File: src/sv/rgb_pixel_point_adjust_assert.svh
// Assertion macros for the pixel point adjust block.
// Included by the top level; needs nothing else.
`ifndef RGB_PIXEL_POINT_ADJUST_ASSERT_SVH
`define RGB_PIXEL_POINT_ADJUST_ASSERT_SVH

`ifndef SYNTHESIS
`define RPA_ASSERT_IMPLY(label, clk, rst, ante, cons, msg) \
   label: assert property (@(posedge clk) disable iff (rst) (ante) |-> (cons)) \
      else $error(msg);
`define RPA_ASSERT_NEXT(label, clk, rst, ante, cons, msg) \
   label: assert property (@(posedge clk) disable iff (rst) (ante) |=> (cons)) \
      else $error(msg);
`else
`define RPA_ASSERT_IMPLY(label, clk, rst, ante, cons, msg)
`define RPA_ASSERT_NEXT(label, clk, rst, ante, cons, msg)
`endif

`endif

File: src/sv/rpa_pkg.sv
// Shared constants, codes and stage types for the pixel point adjust block.
// No dependencies.
package rpa_pkg;

   localparam int CH_W       = 8;
   localparam int CH_COUNT   = 3;
   localparam int CSR_IDX_W  = 2;
   localparam int CSR_DATA_W = 8;

   // channel slots in the per-channel vectors
   localparam int CH_BLUE  = 0;
   localparam int CH_GREEN = 1;
   localparam int CH_RED   = 2;

   localparam logic [9:0]      PCT_BASE   = 10'd100;
   localparam logic [CH_W-1:0] CH_MAX     = 8'd255;
   // floor(x/3) == (x*683)>>11 for x below 2048
   localparam logic [9:0]      GRAY_RECIP = 10'd683;
   localparam int              GRAY_SHIFT = 11;
   // (x*5242)>>19 undershoots floor(x/100) by at most one for 17-bit x
   localparam logic [12:0]     PCT_RECIP  = 13'd5242;
   localparam int              PCT_SHIFT  = 19;

   localparam logic [2:0] OP_RED      = 3'd0;
   localparam logic [2:0] OP_GREEN    = 3'd1;
   localparam logic [2:0] OP_BLUE     = 3'd2;
   localparam logic [2:0] OP_RAISE    = 3'd3;
   localparam logic [2:0] OP_REDUCE   = 3'd4;
   localparam logic [2:0] OP_NEGATIVE = 3'd5;
   localparam logic [2:0] OP_GRAY     = 3'd6;

   localparam logic [CSR_IDX_W-1:0] REG_OPERATION = 2'd0;
   localparam logic [CSR_IDX_W-1:0] REG_PERCENT   = 2'd1;

   typedef struct packed {
      logic [2:0]      operation;
      logic [CH_W-1:0] percent;
   } cfg_type;

   typedef struct packed {
      logic [CH_W-1:0] red;
      logic [CH_W-1:0] green;
      logic [CH_W-1:0] blue;
   } pixel_type;

   typedef struct packed {
      logic                         gray;
      logic [CH_COUNT-1:0][9:0]     opnd;
      logic [CH_COUNT-1:0][9:0]     fac;
   } prep_type;

   typedef struct packed {
      logic                         gray;
      logic [CH_COUNT-1:0][19:0]    prod;
   } prod_type;

   typedef struct packed {
      logic                         gray;
      logic [CH_COUNT-1:0][16:0]    low;
      logic [CH_COUNT-1:0][9:0]     quot;
   } est_type;

endpackage

File: src/sv/rpa_if.sv
// Channel interfaces: pixel request, pixel response and register write.
// Depends on rpa_pkg.
interface rpa_req_if;
   import rpa_pkg::*;
   logic            valid;
   logic            ready;
   logic [CH_W-1:0] blue_in;
   logic [CH_W-1:0] green_in;
   logic [CH_W-1:0] red_in;
   modport source (output valid, blue_in, green_in, red_in, input ready);
   modport sink   (input valid, blue_in, green_in, red_in, output ready);
endinterface

interface rpa_rsp_if;
   import rpa_pkg::*;
   logic            valid;
   logic            ready;
   logic [CH_W-1:0] blue_out;
   logic [CH_W-1:0] green_out;
   logic [CH_W-1:0] red_out;
   modport source (output valid, blue_out, green_out, red_out, input ready);
   modport sink   (input valid, blue_out, green_out, red_out, output ready);
endinterface

interface rpa_csr_if;
   import rpa_pkg::*;
   logic                  valid;
   logic                  ready;
   logic [CSR_IDX_W-1:0]  index;
   logic [CSR_DATA_W-1:0] data;
   modport source (output valid, index, data, input ready);
   modport sink   (input valid, index, data, output ready);
endinterface

File: src/sv/rpa_prep.sv
// Stage 1: decodes the operation into a per-channel operand and factor.
// Depends on rpa_pkg.
module rpa_prep (
   input  logic                clock,
   input  logic                reset,
   input  logic                in_valid,
   output logic                in_ready,
   input  rpa_pkg::pixel_type  in_pix,
   input  rpa_pkg::cfg_type    cfg,
   output logic                out_valid,
   input  logic                out_ready,
   output rpa_pkg::prep_type   out_data
);
   import rpa_pkg::*;

   logic                         valid_ff;
   prep_type                     data_ff;
   prep_type                     data_in;
   logic [CH_COUNT-1:0][CH_W-1:0] chan;
   logic [9:0]                   sum;
   logic [9:0]                   up;
   logic [9:0]                   dn;

   assign chan = {in_pix.red, in_pix.green, in_pix.blue};
   assign sum  = 10'(in_pix.blue) + 10'(in_pix.green) + 10'(in_pix.red);
   assign up   = PCT_BASE + 10'(cfg.percent);
   // reduce by 100 percent or more clamps to black
   assign dn   = (10'(cfg.percent) >= PCT_BASE) ? 10'd0 : PCT_BASE - 10'(cfg.percent);

   always_comb begin
      data_in.gray = 1'b0;
      for (int ch = 0; ch < CH_COUNT; ch++) begin
         data_in.opnd[ch] = 10'(chan[ch]);
         data_in.fac[ch]  = PCT_BASE;
      end
      unique case (cfg.operation)
         OP_RED:   data_in.fac[CH_RED]   = up;
         OP_GREEN: data_in.fac[CH_GREEN] = up;
         OP_BLUE:  data_in.fac[CH_BLUE]  = up;
         OP_RAISE: begin
            for (int ch = 0; ch < CH_COUNT; ch++) data_in.fac[ch] = up;
         end
         OP_REDUCE: begin
            for (int ch = 0; ch < CH_COUNT; ch++) data_in.fac[ch] = dn;
         end
         OP_NEGATIVE: begin
            for (int ch = 0; ch < CH_COUNT; ch++) data_in.opnd[ch] = 10'(CH_MAX - chan[ch]);
         end
         OP_GRAY: begin
            data_in.gray = 1'b1;
            for (int ch = 0; ch < CH_COUNT; ch++) begin
               data_in.opnd[ch] = sum;
               data_in.fac[ch]  = GRAY_RECIP;
            end
         end
         default: ;
      endcase
   end

   assign in_ready = !valid_ff || out_ready;

   always_ff @(posedge clock) begin
      if (reset) begin
         valid_ff <= 1'b0;
      end else if (in_ready) begin
         valid_ff <= in_valid;
      end
   end

   always_ff @(posedge clock) begin
      if (in_ready && in_valid) begin
         data_ff <= data_in;
      end
   end

   assign out_valid = valid_ff;
   assign out_data  = data_ff;
endmodule

File: src/sv/rpa_mul.sv
// Stage 2: one 10x10 multiply per channel, operand times factor.
// Depends on rpa_pkg.
module rpa_mul (
   input  logic               clock,
   input  logic               reset,
   input  logic               in_valid,
   output logic               in_ready,
   input  rpa_pkg::prep_type  in_data,
   output logic               out_valid,
   input  logic               out_ready,
   output rpa_pkg::prod_type  out_data
);
   import rpa_pkg::*;

   logic     valid_ff;
   prod_type data_ff;
   prod_type data_in;

   always_comb begin
      data_in.gray = in_data.gray;
      for (int ch = 0; ch < CH_COUNT; ch++) begin
         data_in.prod[ch] = 20'(in_data.opnd[ch]) * 20'(in_data.fac[ch]);
      end
   end

   assign in_ready = !valid_ff || out_ready;

   always_ff @(posedge clock) begin
      if (reset) begin
         valid_ff <= 1'b0;
      end else if (in_ready) begin
         valid_ff <= in_valid;
      end
   end

   always_ff @(posedge clock) begin
      if (in_ready && in_valid) begin
         data_ff <= data_in;
      end
   end

   assign out_valid = valid_ff;
   assign out_data  = data_ff;
endmodule

File: src/sv/rpa_div.sv
// Stages 3 and 4: constant divide by reciprocal multiply, then a one-step
// remainder correction and saturation into the output register. Depends on rpa_pkg.
module rpa_div (
   input  logic               clock,
   input  logic               reset,
   input  logic               in_valid,
   output logic               in_ready,
   input  rpa_pkg::prod_type  in_data,
   output logic               out_valid,
   input  logic               out_ready,
   output rpa_pkg::pixel_type out_pix
);
   import rpa_pkg::*;

   logic                          est_valid_ff;
   est_type                       est_ff;
   est_type                       est_in;
   logic                          est_ready;
   logic [CH_COUNT-1:0][29:0]     scaled;

   logic                          pix_valid_ff;
   pixel_type                     pix_ff;
   pixel_type                     pix_in;
   logic [CH_COUNT-1:0][17:0]     rem;
   logic [CH_COUNT-1:0][9:0]      quot;
   logic [CH_COUNT-1:0][CH_W-1:0] sat;

   // estimate
   always_comb begin
      est_in.gray = in_data.gray;
      for (int ch = 0; ch < CH_COUNT; ch++) begin
         scaled[ch]      = 30'(in_data.prod[ch][16:0]) * 30'(PCT_RECIP);
         est_in.low[ch]  = in_data.prod[ch][16:0];
         est_in.quot[ch] = in_data.gray ? 10'(in_data.prod[ch] >> GRAY_SHIFT)
                                        : 10'(scaled[ch] >> PCT_SHIFT);
      end
   end

   assign in_ready = !est_valid_ff || est_ready;

   always_ff @(posedge clock) begin
      if (reset) begin
         est_valid_ff <= 1'b0;
      end else if (in_ready) begin
         est_valid_ff <= in_valid;
      end
   end

   always_ff @(posedge clock) begin
      if (in_ready && in_valid) begin
         est_ff <= est_in;
      end
   end

   // correct: estimate may be one low for the percent path
   always_comb begin
      for (int ch = 0; ch < CH_COUNT; ch++) begin
         rem[ch]  = 18'(est_ff.low[ch]) - 18'(est_ff.quot[ch]) * 18'(PCT_BASE);
         quot[ch] = (!est_ff.gray && rem[ch] >= 18'(PCT_BASE)) ? est_ff.quot[ch] + 10'd1
                                                                : est_ff.quot[ch];
         sat[ch]  = (quot[ch] > 10'(CH_MAX)) ? CH_MAX : quot[ch][CH_W-1:0];
      end
      pix_in.blue  = sat[CH_BLUE];
      pix_in.green = sat[CH_GREEN];
      pix_in.red   = sat[CH_RED];
   end

   assign est_ready = !pix_valid_ff || out_ready;

   always_ff @(posedge clock) begin
      if (reset) begin
         pix_valid_ff <= 1'b0;
      end else if (est_ready) begin
         pix_valid_ff <= est_valid_ff;
      end
   end

   always_ff @(posedge clock) begin
      if (est_ready && est_valid_ff) begin
         pix_ff <= pix_in;
      end
   end

   assign out_valid = pix_valid_ff;
   assign out_pix   = pix_ff;
endmodule

File: src/sv/rgb_pixel_point_adjust.sv
// Pixel point adjust: per-pixel tone, contrast, negative and grayscale.
// Uses rpa_pkg, the channel interfaces, rpa_prep, rpa_mul and rpa_div.
//
// Usage:
//   req_if carries one BGR pixel per word; rsp_if returns one adjusted
//   pixel per accepted word, in order. csr_if writes the operation
//   register (index 0, low 3 bits) and the percent register (index 1);
//   write them only while no pixel is in flight. csr_if is always ready.
// Path: a word accepted on req_if passes through four register stages
//   (decode, multiply, reciprocal multiply, correct/saturate) before it
//   shows on rsp_if.
// Throughput: one pixel per cycle unless stalled; set by the four-stage
//   valid/ready pipeline, one multiplier per channel in each multiply stage.
// Reset: both registers clear to 0 (red tone, 0 percent, i.e. pass-through)
//   and all stage valid bits clear; no clearing pass is needed.
// Stall: when rsp_if.ready is low, the output word holds; earlier stages
//   keep filling their empty slots, so req_if.ready drops only once all
//   four stages hold a word.
`include "rgb_pixel_point_adjust_assert.svh"

module rgb_pixel_point_adjust (
   input logic   clock,
   input logic   reset,
   rpa_req_if.sink   req_if,
   rpa_rsp_if.source rsp_if,
   rpa_csr_if.sink   csr_if
);
   import rpa_pkg::*;

   cfg_type   cfg_ff;
   pixel_type req_pix;
   pixel_type rsp_pix;
   logic      prep_valid;
   logic      prep_ready;
   prep_type  prep_data;
   logic      mul_valid;
   logic      mul_ready;
   prod_type  mul_data;
   logic [2:0] inflight_ff;
   logic [2:0] inflight_in;
   logic       req_fire;
   logic       rsp_fire;

   // register port
   assign csr_if.ready = 1'b1;

   always_ff @(posedge clock) begin
      if (reset) begin
         cfg_ff <= '0;
      end else if (csr_if.valid) begin
         unique case (csr_if.index)
            REG_OPERATION: cfg_ff.operation <= csr_if.data[2:0];
            REG_PERCENT:   cfg_ff.percent   <= csr_if.data[CH_W-1:0];
            default: ;
         endcase
      end
   end

   assign req_pix.blue  = req_if.blue_in;
   assign req_pix.green = req_if.green_in;
   assign req_pix.red   = req_if.red_in;

   rpa_prep u_prep (
      .clock     (clock),
      .reset     (reset),
      .in_valid  (req_if.valid),
      .in_ready  (req_if.ready),
      .in_pix    (req_pix),
      .cfg       (cfg_ff),
      .out_valid (prep_valid),
      .out_ready (prep_ready),
      .out_data  (prep_data)
   );

   rpa_mul u_mul (
      .clock     (clock),
      .reset     (reset),
      .in_valid  (prep_valid),
      .in_ready  (prep_ready),
      .in_data   (prep_data),
      .out_valid (mul_valid),
      .out_ready (mul_ready),
      .out_data  (mul_data)
   );

   rpa_div u_div (
      .clock     (clock),
      .reset     (reset),
      .in_valid  (mul_valid),
      .in_ready  (mul_ready),
      .in_data   (mul_data),
      .out_valid (rsp_if.valid),
      .out_ready (rsp_if.ready),
      .out_pix   (rsp_pix)
   );

   assign rsp_if.blue_out  = rsp_pix.blue;
   assign rsp_if.green_out = rsp_pix.green;
   assign rsp_if.red_out   = rsp_pix.red;

   // words in flight, for checking
   assign req_fire = req_if.valid && req_if.ready;
   assign rsp_fire = rsp_if.valid && rsp_if.ready;

   always_comb begin
      inflight_in = inflight_ff;
      priority if (req_fire && !rsp_fire) begin
         inflight_in = inflight_ff + 3'd1;
      end else if (rsp_fire && !req_fire) begin
         inflight_in = inflight_ff - 3'd1;
      end
   end

   always_ff @(posedge clock) begin
      if (reset) begin
         inflight_ff <= '0;
      end else begin
         inflight_ff <= inflight_in;
      end
   end

   `RPA_ASSERT_IMPLY(a_inflight_bound, clock, reset, 1'b1, inflight_ff <= 3'd4, "more than four words in flight")
   `RPA_ASSERT_IMPLY(a_rsp_has_word, clock, reset, rsp_if.valid, inflight_ff != 3'd0, "response without request")
   `RPA_ASSERT_IMPLY(a_stall_from_sink, clock, reset, !req_if.ready, rsp_if.valid && !rsp_if.ready, "input stalled without output back pressure")
   `RPA_ASSERT_NEXT(a_idle_stays_empty, clock, reset, inflight_ff == 3'd0 && !req_fire, !rsp_if.valid, "word appeared from an empty pipeline")

endmodule
File: src/flat_wrapper.sv
// flat-port wrapper written by rule: the top's interface ports become plain ports
module rgb_pixel_point_adjust_flat import rpa_pkg::*;
  (clock, reset, req_if_valid, req_if_blue_in, req_if_green_in, req_if_red_in, req_if_ready, rsp_if_valid, rsp_if_blue_out, rsp_if_green_out, rsp_if_red_out, rsp_if_ready, csr_if_valid, csr_if_index, csr_if_data, csr_if_ready);
  rpa_req_if req_if_i ();
  rpa_rsp_if rsp_if_i ();
  rpa_csr_if csr_if_i ();
  input logic clock;
  input logic reset;
  input wire logic [$bits(req_if_i.valid)-1:0] req_if_valid;
  input wire logic [$bits(req_if_i.blue_in)-1:0] req_if_blue_in;
  input wire logic [$bits(req_if_i.green_in)-1:0] req_if_green_in;
  input wire logic [$bits(req_if_i.red_in)-1:0] req_if_red_in;
  output wire logic [$bits(req_if_i.ready)-1:0] req_if_ready;
  output wire logic [$bits(rsp_if_i.valid)-1:0] rsp_if_valid;
  output wire logic [$bits(rsp_if_i.blue_out)-1:0] rsp_if_blue_out;
  output wire logic [$bits(rsp_if_i.green_out)-1:0] rsp_if_green_out;
  output wire logic [$bits(rsp_if_i.red_out)-1:0] rsp_if_red_out;
  input wire logic [$bits(rsp_if_i.ready)-1:0] rsp_if_ready;
  input wire logic [$bits(csr_if_i.valid)-1:0] csr_if_valid;
  input wire logic [$bits(csr_if_i.index)-1:0] csr_if_index;
  input wire logic [$bits(csr_if_i.data)-1:0] csr_if_data;
  output wire logic [$bits(csr_if_i.ready)-1:0] csr_if_ready;
  assign req_if_i.valid = req_if_valid;
  assign req_if_i.blue_in = req_if_blue_in;
  assign req_if_i.green_in = req_if_green_in;
  assign req_if_i.red_in = req_if_red_in;
  assign req_if_ready = req_if_i.ready;
  assign rsp_if_valid = rsp_if_i.valid;
  assign rsp_if_blue_out = rsp_if_i.blue_out;
  assign rsp_if_green_out = rsp_if_i.green_out;
  assign rsp_if_red_out = rsp_if_i.red_out;
  assign rsp_if_i.ready = rsp_if_ready;
  assign csr_if_i.valid = csr_if_valid;
  assign csr_if_i.index = csr_if_index;
  assign csr_if_i.data = csr_if_data;
  assign csr_if_ready = csr_if_i.ready;
  rgb_pixel_point_adjust u_core (.clock(clock), .reset(reset), .req_if(req_if_i), .rsp_if(rsp_if_i), .csr_if(csr_if_i));
endmodule
File: config.mk
export PLATFORM = sky130hd
export DESIGN_NAME = rgb_pixel_point_adjust_flat
export DESIGN_NICKNAME = d
export VERILOG_FILES = /design/src/sv/rpa_pkg.sv /design/src/sv/rpa_if.sv /design/src/sv/rpa_prep.sv /design/src/sv/rpa_mul.sv /design/src/sv/rpa_div.sv /design/src/sv/rgb_pixel_point_adjust.sv /design/src/flat_wrapper.sv
export VERILOG_INCLUDE_DIRS = /design/src /design/src/sv
export SDC_FILE = /design/constraint.sdc
export NUM_CORES = 2
export LEC_CHECK = 0
export BUFFER_PORTS_ARGS = -buffer_cell sky130_fd_sc_hd__buf_2
export CORE_MARGIN = 8
export CORE_UTILIZATION = 61
export DETAILED_ROUTE_END_ITERATION = 10
export PLACE_DENSITY = 0.78
export RECOVER_POWER = 25
export SLEW_MARGIN = 30
export SYNTH_ARGS = -nofsm -noshare
export SYNTH_HDL_FRONTEND = slang
export SYNTH_SLANG_ARGS = --single-unit
File: constraint.sdc
create_clock -name clock -period 7.95 [get_ports clock]
set_input_delay 0.795 -clock clock [delete_from_list [all_inputs] [get_ports clock]]
set_output_delay 0.795 -clock clock [all_outputs]
set_load 0.05 [all_outputs]
### Word level (Yosys, flattened, before mapping)

Cells that the tools add are included.

* bits in registers: 243
* logic and storage cells: 101

* add/subtract/negate cells: 13
* multipliers: 9
* magnitude comparators: 7
* eq/ne operators: 7
* muxes and demuxes: 12
* reductions and logical operators: 23

Operator list (count)
* case mux 10 bit (3 select lines): 3
* multiplier 17 x 12 -> 28 bit, second input constant: 3
* multiplier 10 x 10 -> 20 bit: 3
* case mux 30 bit (2 select lines): 1
* >= comparator 18 x 7 -> 1 bit, second input constant: 3
* subtractor 17 x 17 -> 18 bit: 3
* multiplier 10 x 5 -> 15 bit, second input constant: 3
* two-way mux 10 bit: 4
* adder 10 x 1 -> 10 bit, second input constant: 3
* > comparator 10 x 8 -> 1 bit, second input constant: 3
* two-way mux 9 bit: 3
* subtractor 8 x 8 -> 9 bit, first input constant: 3
* adder 10 x 8 -> 10 bit: 1
* adder 7 x 8 -> 9 bit, first input constant: 1
* adder 8 x 8 -> 9 bit: 1
* equality test 3 bit, second input constant: 3
* subtractor 7 x 8 -> 9 bit, first input constant: 1
* >= comparator 8 x 7 -> 1 bit, second input constant: 1
* logical AND 1 bit: 7
* equality test 3 x 2 -> 1 bit, second input constant: 2
* OR reduction 2 bit: 3
* logical NOT 1 bit: 5
* logical OR 1 bit: 4
* AND reduction 2 bit: 2
* 5 further kinds: 5

### Depth between registers and ports, before layout

* depth in word-level cells: 6
* depth in mapped cells: 25
* gate-level depth less buffers: 24

### Hierarchy

A second synthesis with hierarchy kept.

* cell total of the unflattened synthesis: 3476
* area, all modules: 34843.4 um^2

Modules (own cells, without submodules)
* rpa_div: instances 1, cells each 1841, area each 18709.2 um^2, seq. area each 3042.9 um^2
* rpa_mul: instances 1, cells each 1223, area each 11915.2 um^2, seq. area each 1851.8 um^2
* rpa_prep: instances 1, cells each 364, area each 3726.1 um^2, seq. area each 1731.7 um^2
* rgb_pixel_point_adjust: instances 1, cells each 48, area each 493.0 um^2, seq. area each 220.2 um^2

### Worst setup path after synthesis

Ideal clock, no wire load.

* kind: input -> register
* start: input port rsp_if_ready
* end: register u_core.u_div.est_ff[0] (netlist bit), enable pin
* setup time: 627 ps
* arrival time: 6398 ps
* required time: 7323 ps
* path slack: 925 ps
* stages: 2
* buffers on the path: 0
* cells stage by stage: nor2b_1 -> a21boi_0

* longest elaborated chain between the ends: 3

RTL lines
* start, declared: line flat_wrapper.sv:18 `input wire logic [$bits(rsp_if_i.ready)-1:0] rsp_if_ready;`
* logical OR 1 bit: line rpa_div.sv:68 `assign est_ready = !pix_valid_ff || out_ready;`
* logical OR 1 bit: line rpa_div.sv:39 `assign in_ready = !est_valid_ff || est_ready;`
* logical AND 1 bit: line rpa_div.sv:50 `if (in_ready && in_valid) begin`
* end signal, assigned: line rpa_div.sv:51 `est_ff <= est_in;`
* end, declared: line rpa_div.sv:16 `est_type est_ff;`

Every way passes these cells.
A chain may end at the register's enable or synchronous reset.

### Worst setup path after layout

* start: register u_core.u_div.est_ff[10] (netlist bit)
* end: register u_core.u_div.pix_ff (netlist bit u_core.u_div.out_pix[13]), data pin

* longest elaborated chain between the ends: 6
* elaborated cells on any way between the ends: 7
* those cells by class: add/sub (2); mul (1); order compare (2); mux (1); reduce/logical (1)

RTL lines
* multiplier 10 x 5 -> 15 bit: line rpa_div.sv:58 `rem[ch] = 18'(est_ff.low[ch]) - 18'(est_ff.quot[ch]) * 18'(PCT_BASE);`
* subtractor 17 x 17 -> 18 bit: line rpa_div.sv:58
* >= comparator 18 x 7 -> 1 bit: line rpa_div.sv:59 `quot[ch] = (!est_ff.gray && rem[ch] >= 18'(PCT_BASE)) ? est_ff.quot[ch] + 10'd1`
* logical AND 1 bit: line rpa_div.sv:59
* two-way mux 10 bit *: line rpa_div.sv:59
* > comparator 10 x 8 -> 1 bit: line rpa_div.sv:61 `sat[ch] = (quot[ch] > 10'(CH_MAX)) ? CH_MAX : quot[ch][CH_W-1:0];`
* end signal, assigned: line rpa_div.sv:80 `pix_ff <= pix_in;`
* end, declared: line rpa_div.sv:22 `pixel_type pix_ff;`

Every way passes the cells marked *; elsewhere a longest branch is shown, timed or not.

==> qor.yml <==
fin_crit_sh_pct: 76.77
grt_setup_unrepaired: "false"
r2r_slack_ps: 1850
finalSetupViolations: 0
synth.top_cell.area_share_pct: 23.66
cts_setup_buffers: 0
ctsResizeCount: 0
ys_seq_area_share_pct: 20.18
via_count: 23230
cts_made_buffers: 27
fmax_mhz: 163.9
ant_nets: 0
io_pins: 66
r2r-start: "u_core.u_div.est_ff[10]$_DFFE_PP_"
worstHoldEndpoint: "u_core.cfg_ff[5]$_SDFFE_PP0P_"
worst_setup_path_end_kind: "register"
hold_buffers: 0
drt_iter0_markers: 1402
synthCells: 3365
drive_above_1_share_pct: 3.960
cts.clk_slew.worst_paths_ps: 60
antenna_found_initial: 0
synth_area_mm2: 0.03393
crit_path_start_kind: "register"
cts_tree: "done"
core_area_mm2: 0.05509
root_buffer: "clkbuf_16"
fin_crit_ps: 6103
grt_max_degree: 66
arrival_ps: 6510
die_h_um: 251.8
crit_fanout: 16
hpwl_mm: 54.88
path_class: "register to register"
syn2layout_area_growth_pct: 5.646
dr.pass1.iters: 8
cts_buffer_depth: 3
r2r_cells: 23
cts.sinks: 233
synth_area_leaders: "fa_1 24%, ha_1 23%, edfxtp_1 19%"
gp_congestion: 0.8865
holdPathStages: 3
htreeDepth: 1
max_slew_margin_pct: -107.5
syn_avg_cell_area_um2: 10.08
worstPathRequired_ps: 8360
grt.total_usage_pct: 21.49
drc: 0
setup_tns_ps: 0
synthesis.nets: 4431
first_global_vias: 23850
io_buffers: 64
worstMarginPinSlew_ps: 3113
skew_ps: 20.77
design.die.area_mm2: 0.06342
timing.rr.end: "u_core.u_div.out_pix[13]$_SDFFCE_PN1P_"
maxSlewViolCount: 159
status: "finished with violations"
clk_latency_ps: 570
async_reset_ff_share_pct: 0
yosysWarnings: 0
n_antenna_cell: 0
rows: 86
synth.most_common_cell: "ha_1"
synth-edff-count: 218
synth.distinct_cells: 86
vias_per_cell: 5.588
die_w_um: 251.8
hold_viol_final: 0
holdCritStartpoint: "csr_if_data[5]"
grt-ovfl-total: 0
maxCapViolCount: 4
cp-startpoint: "u_core.u_div.est_ff[10]$_DFFE_PP_"
synth.largest_area_cell: "fa_1"
layout.nets: 4454
synthFlopType: "edfxtp_1"
initial_utilization_pct: 61.58
routed_wl_mm: 66.39
wl_per_cell_um: 15.97
grt_pass1_wl_mm: 114.3
violations: "max-capacitance violations, max-slew violations"
ys_seq_elements: 233
worstHoldPathType: "input port to register"
synthTopCellsByCount: "626 x ha_1, 624 x inv_1, 401 x fa_1"
-- kinds of logic (layout without fill, tap and decap cells) --
group | count (synthesis) | count (layout) | synth area share (%)
buffers and inverters | 703 | 747 | 7.811
adders and majority gates | 1027 | 1027 | 46.75
other | 1 | 1 | 0.01105
xor gates and xnor gates | 151 | 151 | 3.898
and+or+nand+nor | 713 | 713 | 10.61
AOI/OAI and AO/OA | 516 | 516 | 10.11
muxes | 21 | 21 | 0.6270
DFF | 233 | 233 | 20.18
-- cell type report --
class,instances,area (um2)
Clock inverter,21,217.7
Fill cell,4303,19250
Inverter,625,2346
Tap cell,748,935.9
Multi-Input combinational cell,2429,24450
Sequential cell,233,6847
Clock buffer,29,683.2
Timing Repair Buffer,72,356.6
-- state kept, by name (all words and copies together) (netlist names) --
register / cells
u_core.u_div.out_valid: 1
u_core.u_div.est_ff: 76
u_core.u_mul.out_data: 61
u_core.cfg_ff: 11
u_core.u_prep.out_valid: 1
u_core.u_div.out_pix: 24
u_core.u_prep.out_data: 57
u_core.u_mul.out_valid: 1
u_core.u_div.est_valid_ff: 1
-- metrics by stage --
stage / std cells / setup slack [ps] / hold slack (ps) / area, um2 / util, %
final: 4157 / 1847 / 462.8 / 35840 / 65.05
after global routing: 4157 / 1479 / 449.4 / 35840 / 65.05
after CTS: 4157 / 1917 / 436.2 / 35870 / 65.11
after detailed placement: 4107 / 1931 / 486.0 / 34970 / 63.47
after global placement: 4107 / 2042 / 468.3 / 34970 / 63.47
after floorplan: 3365 / 925.5 / 400.3 / 33930 / -
-- per-layer routing --
metal | wire length (um) | global-route usage, %
met1 | 31280 | 30.23
met2 | 30380 | 35.42
met3 | 3169 | 2.542
met4 | 1560 | 5.207
met5 | 0 | 0
-- worst max path at each step --
stage                                                  end  slack (ps)  cells after the start
floorplan                 u_core.u_div.est_ff[0]$_DFFE_PP_         930                      2
global placement    u_core.u_div.out_pix[13]$_SDFFCE_PN1P_        2040                     23
finish              u_core.u_div.out_pix[13]$_SDFFCE_PN1P_        1850                     23
global route        u_core.u_div.out_pix[13]$_SDFFCE_PN1P_        1480                     23
CTS                 u_core.u_div.out_pix[13]$_SDFFCE_PN1P_        1920                     23
detailed placement  u_core.u_div.out_pix[14]$_SDFFCE_PN1P_        1930                     23
-- critical path, cell delays in order, from the launching register on --
cell	delay, ps
edfxtp_1	510
ha_1	350
ha_1	320
ha_1	310
fa_1	410
a21o_1	190
a21oi_1	200
o21bai_1	80
a21oi_1	230
o21bai_1	90
a21oi_1	220
o21bai_1	90
a21oi_1	170
xor2_1	160
ha_1	290
xnor2_1	210
a2bb2oi_1	80
o21ai_0	160
o21ai_0	100
or4_1	480
nor4_1	240
a41oi_2	420
mux2_2	470
o22ai_1	170
-- layout by cell type (no fill, tap or decap), drive strengths merged, types with 41 or more instances in the layout --
cell type | netlist | routed
buf | 7 | 59
clkbuf | 71 | 42
and2 | 171 | 171
edfxtp | 218 | 218
a21oi | 135 | 135
ha | 626 | 626
a21o | 54 | 54
nor2 | 77 | 77
o21ai | 100 | 100
fa | 401 | 401
nand2 | 269 | 269
inv | 624 | 629
xnor2 | 110 | 110
xor2 | 41 | 41
Power is left out: the tool's default activity adds up to more than one toggle a clock period on the data nets, which glitch-free logic cannot reach.
